[src/hw/rtl/steq_pkg.sv]
// ----------------------------------------------------------------------------
// steq_pkg: shared types for the stable time-ordered event queue
// Request codes, result status codes and the per-cycle cell command.
// ----------------------------------------------------------------------------
package steq_pkg;

   localparam logic OP_INSERT = 1'b0;
   localparam logic OP_POP    = 1'b1;

   typedef enum logic [1:0] {
      ST_OK    = 2'd0,
      ST_EMPTY = 2'd1,
      ST_FULL  = 2'd2
   } status_type;

   // Command broadcast to every cell of the chain at once.
   typedef struct packed {
      logic insert;
      logic pop;
   } cmd_type;

endpackage

[src/hw/rtl/steq_cell.sv]
// ----------------------------------------------------------------------------
// steq_cell: one slot of the sorted shift-register queue
// Holds one key and tag, compares against the inserted key and shifts
// toward the tail on insert or toward the head on pop.
// ----------------------------------------------------------------------------
module steq_cell #(
   parameter int KEY_WIDTH = 32,
   parameter int TAG_WIDTH = 32
) (
   input  logic                 clock,
   input  steq_pkg::cmd_type    cmd,
   input  logic [KEY_WIDTH-1:0] new_key,
   input  logic [TAG_WIDTH-1:0] new_tag,
   input  logic                 occupied,
   input  logic                 left_le,
   input  logic [KEY_WIDTH-1:0] left_key,
   input  logic [TAG_WIDTH-1:0] left_tag,
   input  logic [KEY_WIDTH-1:0] right_key,
   input  logic [TAG_WIDTH-1:0] right_tag,
   output logic                 le,
   output logic [KEY_WIDTH-1:0] key,
   output logic [TAG_WIDTH-1:0] tag
);

   logic [KEY_WIDTH-1:0] key_ff, key_in;
   logic [TAG_WIDTH-1:0] tag_ff, tag_in;

   // Entries at or below the new key stay put, so equal keys keep their order.
   assign le  = occupied && (key_ff <= new_key);
   assign key = key_ff;
   assign tag = tag_ff;

   always_comb begin
      key_in = key_ff;
      tag_in = tag_ff;
      if (cmd.insert) begin
         if (!le) begin
            if (left_le) begin
               key_in = new_key;
               tag_in = new_tag;
            end else begin
               key_in = left_key;
               tag_in = left_tag;
            end
         end
      end else if (cmd.pop) begin
         key_in = right_key;
         tag_in = right_tag;
      end
   end

   always_ff @(posedge clock) begin
      key_ff <= key_in;
      tag_ff <= tag_in;
   end

endmodule

[config.mk]
export PLATFORM = sky130hd
export DESIGN_NAME = steq_cell
export DESIGN_NICKNAME = d
export VERILOG_FILES = /design/src/hw/rtl/steq_pkg.sv /design/src/hw/rtl/steq_cell.sv
export SDC_FILE = /design/constraint.sdc
export NUM_CORES = 1
export LEC_CHECK = 0
export BUFFER_PORTS_ARGS = -buffer_cell sky130_fd_sc_hd__buf_4
export CAP_MARGIN = 20
export CORE_MARGIN = 3
export CORE_UTILIZATION = 43
export DETAILED_ROUTE_END_ITERATION = 7
export PLACE_DENSITY = 0.81
export SYNTH_ARGS = -nofsm -noshare
export SYNTH_HDL_FRONTEND = slang
export SYNTH_SLANG_ARGS = --single-unit
[constraint.sdc]
create_clock -name clock -period 5.1 [get_ports clock]
set_clock_uncertainty 0.05 [all_clocks]
set_input_delay 1.02 -clock clock [delete_from_list [all_inputs] [get_ports clock]]
set_output_delay 1.02 -clock clock [all_outputs]
set_load 0.02 [all_outputs]
Word level (Yosys, flattened, before mapping)
Cells that the tools add are included.

word-level totals
  register bits after elaboration = 64
  bits of input ports = 197
  output and inout bits = 65
  logic and storage cells = 15

operators by class
  $lt $le $gt $ge = 1
  equality and inequality tests = 1
  mux-type cells = 8
  reduce and logical (&&, ||, !) cells = 3

operators by type and width
  cell                  number
  $mux W32              8
  $le A32 B32 Y1        1
  $ne A2 B2 Y1 const B  1
  $reduce_and A2 Y1     1
  $reduce_bool A2 Y1    1
  $logic_and A1 B1 Y1   1

Depth between registers and ports, before layout
  depth after elaboration = 4
  gate-level depth with buffers = 7

Worst setup path after synthesis
Ideal clock, no wire load.

  path type = in2reg
  start point = in new_key[13]
  end point = reg key_ff[0], in the netlist key[0], enable pin
  library setup time = 0.433 ns
  data arrival time = 3.956 ns
  data required time = 4.617 ns
  setup slack = 0.662 ns
  stages on the path = 7
  path buffers = 0
  cell sequence = inv_1 > ha_1 > nand4_2 > or4_4 > a21o_1 > a31oi_2 > o31a_1

between the ends
  word-level cells in the longest chain between the ends = 4

ends and longest elaborated chain
  item                                RTL line         text
  start, declared                     steq_cell.sv:12  input logic [KEY_WIDTH-1:0] new_key,
  $le A32 B32 Y1                      steq_cell.sv:29  assign le = occupied && (key_ff <= new_key);
  $logic_and A1 B1 Y1                 steq_cell.sv:29
  $ne A2 B2 Y1 (no source line)       n/a
  $reduce_and A2 Y1 (no source line)  n/a
  end signal, assigned                steq_cell.sv:53  key_ff <= key_in;
  end, declared                       steq_cell.sv:25  logic [KEY_WIDTH-1:0] key_ff, key_in;

Every way passes these cells.
A chain may end at the register's enable or synchronous reset.

Final worst setup path
  start point = in new_key[13]
  end point = out le

between the ends
  word-level cells in the longest chain between the ends = 2

ends and longest elaborated chain
  item                 RTL line         text
  $le A32 B32 Y1       steq_cell.sv:29
  $logic_and A1 B1 Y1  steq_cell.sv:29
  end, declared        steq_cell.sv:20  output logic le,

Every way passes these cells.

==> impl_metrics.csv <==
group,metric,value,unit
outcome,outcome,"completed",
cells_and_area,fin_util,70.2,%
cells_and_area,n_antenna_cell,0,
floorplan,start_util,45.5,%
logic_synthesis,yosysSeqAreaShare,47.3,%
sta,slew-limit-headroom,28.1,%
placed_design,hpwlAfterDp,10.3,mm
drt,drtPass1Iterations,4,
logic_synthesis,avgSynthCellArea,10.2,µm²
power,ir_drop,166,µV
logic_synthesis,yosysWarnings,0,
clock_network,hold_buffers,0,
drt,wl_per_cell,16.8,µm
sta,setup_tns,0,ns
placed_design,post_dp_cell_area,0.00608,mm²
drt,num_vias,3935,
logic_synthesis,yosysUniqueCellTypes,27,
clock_network,ctsHtreeMaxLevel,3,
drt,first_iter_violations,74,
clock_network,clock-sinks,64,
floorplan,die_w,103,µm
drt,route.detailed.drc,0,
logic_synthesis,syn_nets,628,
clock_network,clk_pin_slew,0.08,ns
logic_synthesis,synth-edff-count,64,
placed_design,place.gp.congestion,0.844,
clock_network,post_cts_buffers,0,
flow_run,cap_viol_max_count,0,
global_route,grt_max_degree,76,
logic_synthesis,syn_inst,399,
cells_and_area,multi_input_area,0.00193,mm²
sta,final.period_utilization,75.6,%
sta,hold_viol,0,
cells_and_area,nets,880,
sta,hold_ws,0.946,ns
logic_synthesis,synth_top_cell_by_area,"edfxtp_1",
floorplan,pin_count,262,
setup_path,cp_max_fo,3,
power,powerDensity,253,mW/mm²
floorplan,core_area,0.00893,mm²
drt,drt-total-wl,12.8,mm
setup_path,critPathRequiredTime,4.03,ns
clock_network,cts_inserted_buffers,9,
floorplan,die_h,103,µm
logic_synthesis,yosys-top-cells-area,"edfxtp_1 (47%), mux2i_1 (16%), ha_1 (9.9%)",
sta,worst_slew_pin_slew,1.08,ns
cells_and_area,mostFrequentLayoutCells,"buf_4 (263), a21oi_1 (76), nor2_1 (67)",
placed_design,dpl.cell_count,748,
global_route,grt_pass1_wl,18.4,mm
placed_design,port_buffers,261,
cells_and_area,drive_gt1_share,42.8,%
power,leakage,3.08,nW
sta,final-setup-viol-count,0,
cells_and_area,finalNonFillerCells,764,
power,fin_total_pwr,1.59,mW
sta,fin_crit,3.85,ns
cells_and_area,area_growth,54.3,%
setup_path,endpoint_kind,"output pin",
clock_network,ctsRootBufferMaster,"clkbuf_8",
floorplan,dieArea,0.0107,mm²
drt,viasPerCell,5.15,
clock_network,clock_path_buffers,2,
setup_path,cp.arrival,2.78,ns
logic_synthesis,synth-async-reset-ratio,0,%
logic_synthesis,synthDominantCellAreaShare,47.3,%
min_path,min-delay-path-class,"primary input to register",
setup_path,crit_type,"primary input to output pin",
sta,fin_ws,1.25,ns
cells_and_area,final_common_cell,"buf_4",
logic_synthesis,postSynthRegisterBits,64,
drt,antenna_left,0,
clock_network,cts_tree,"yes",
global_route,grt_pass1_vias,3922,
sta,rsz0062_at_grt,"no",
clock_network,cts-resized-gates,0,
cells_and_area,nFillCells,721,
logic_synthesis,synth_ff_type,"edfxtp_1",
floorplan,rows,34,
cells_and_area,ff_latch_area,0.00192,mm²
global_route,grt_use_total,23.2,%
global_route,antenna_found_initial,0,
clock_network,insertion_delay,0.34,ns
placed_design,dpl_worst_slack,1.25,ns
global_route,overflow,0,
setup_path,cp-start-kind,"primary input",
cells_and_area,postLayoutCellArea,0.00627,mm²
sta,slew_viol_final,0,
sta,fmax,0.259,GHz
logic_synthesis,syn_area,0.00406,mm²
-- cells by family (layout without fill, tap and decap cells) --
group           Yosys count  count (layout)  share of synthesized area, %
mux                      64              64                          15.8
compound gates           90              90                          11.8
buf+inv                  55             312                          5.27
flops                    64              64                          47.3
fa+ha+maj                32              32                          9.86
simple gates             94              94                          10.0
-- flip-flops by register name, summed over array words and instances (netlist names) --
name / count
key: 32
tag: 32
-- Yosys cell counts (2+ instances only) --
cell,count
buf_2,6
a21oi_1,76
nand2b_1,2
nand3_1,3
buf_1,3
mux2i_1,64
o21ai_0,6
inv_1,33
nor2_1,67
clkbuf_1,13
ha_1,32
a221oi_1,2
nand4_1,7
nand2_1,9
edfxtp_1,64
-- layer usage --
metal / up-vias / GRT usage [%] / wire, µm / part of all wire [%]
li1: 1947 / - / - / -
met1: 1806 / 24.5 / 4670 / 36
met2: 162 / 44.4 / 7030 / 55
met3: 20 / 5.97 / 858 / 6.7
met4: 0 / 7.37 / 272 / 2.1
met5: - / 0 / 0 / 0
-- power by group --
| group | switching, mW | internal [mW] |
|---|---|---|
| sequential | 0.0238 | 0.652 |
| clock | 0.201 | 0.221 |
| combinational | 0.248 | 0.241 |
-- critical path, stage by stage --
cell and delay [ns]:
buf_4 0.08, inv_1 0.04, ha_1 0.30, nand4_2 0.14
or4_4 0.56, a21o_1 0.18, a31oi_2 0.19, o21ai_0 0.11
buf_4 0.17
-- final cells by class --
cell class | instances | area share [%]
Clock buffer | 9 | 1.98
Clock inverter | 7 | 0.998
Inverter | 33 | 1.98
Multi-Input combinational cell | 280 | 30.8
Sequential cell | 64 | 30.7
Tap cell | 108 | 2.16
Timing Repair Buffer | 263 | 31.5
-- path summary, 6_finish.rpt --
kind | start | end | slack [ns] | cells past startpoint
max | new_key[13] | le | 1.25 | 9
min reg2reg | key[31]$_DFFE_PP_ | key[10]$_DFFE_PP_ | 1.62 | 5
min | right_key[27] | key[27]$_DFFE_PP_ | 0.95 | 3
max reg2reg | key[13]$_DFFE_PP_ | tag[17]$_DFFE_PP_ | 2.01 | 7
No activity file was read; power rests on OpenSTA's default activity.
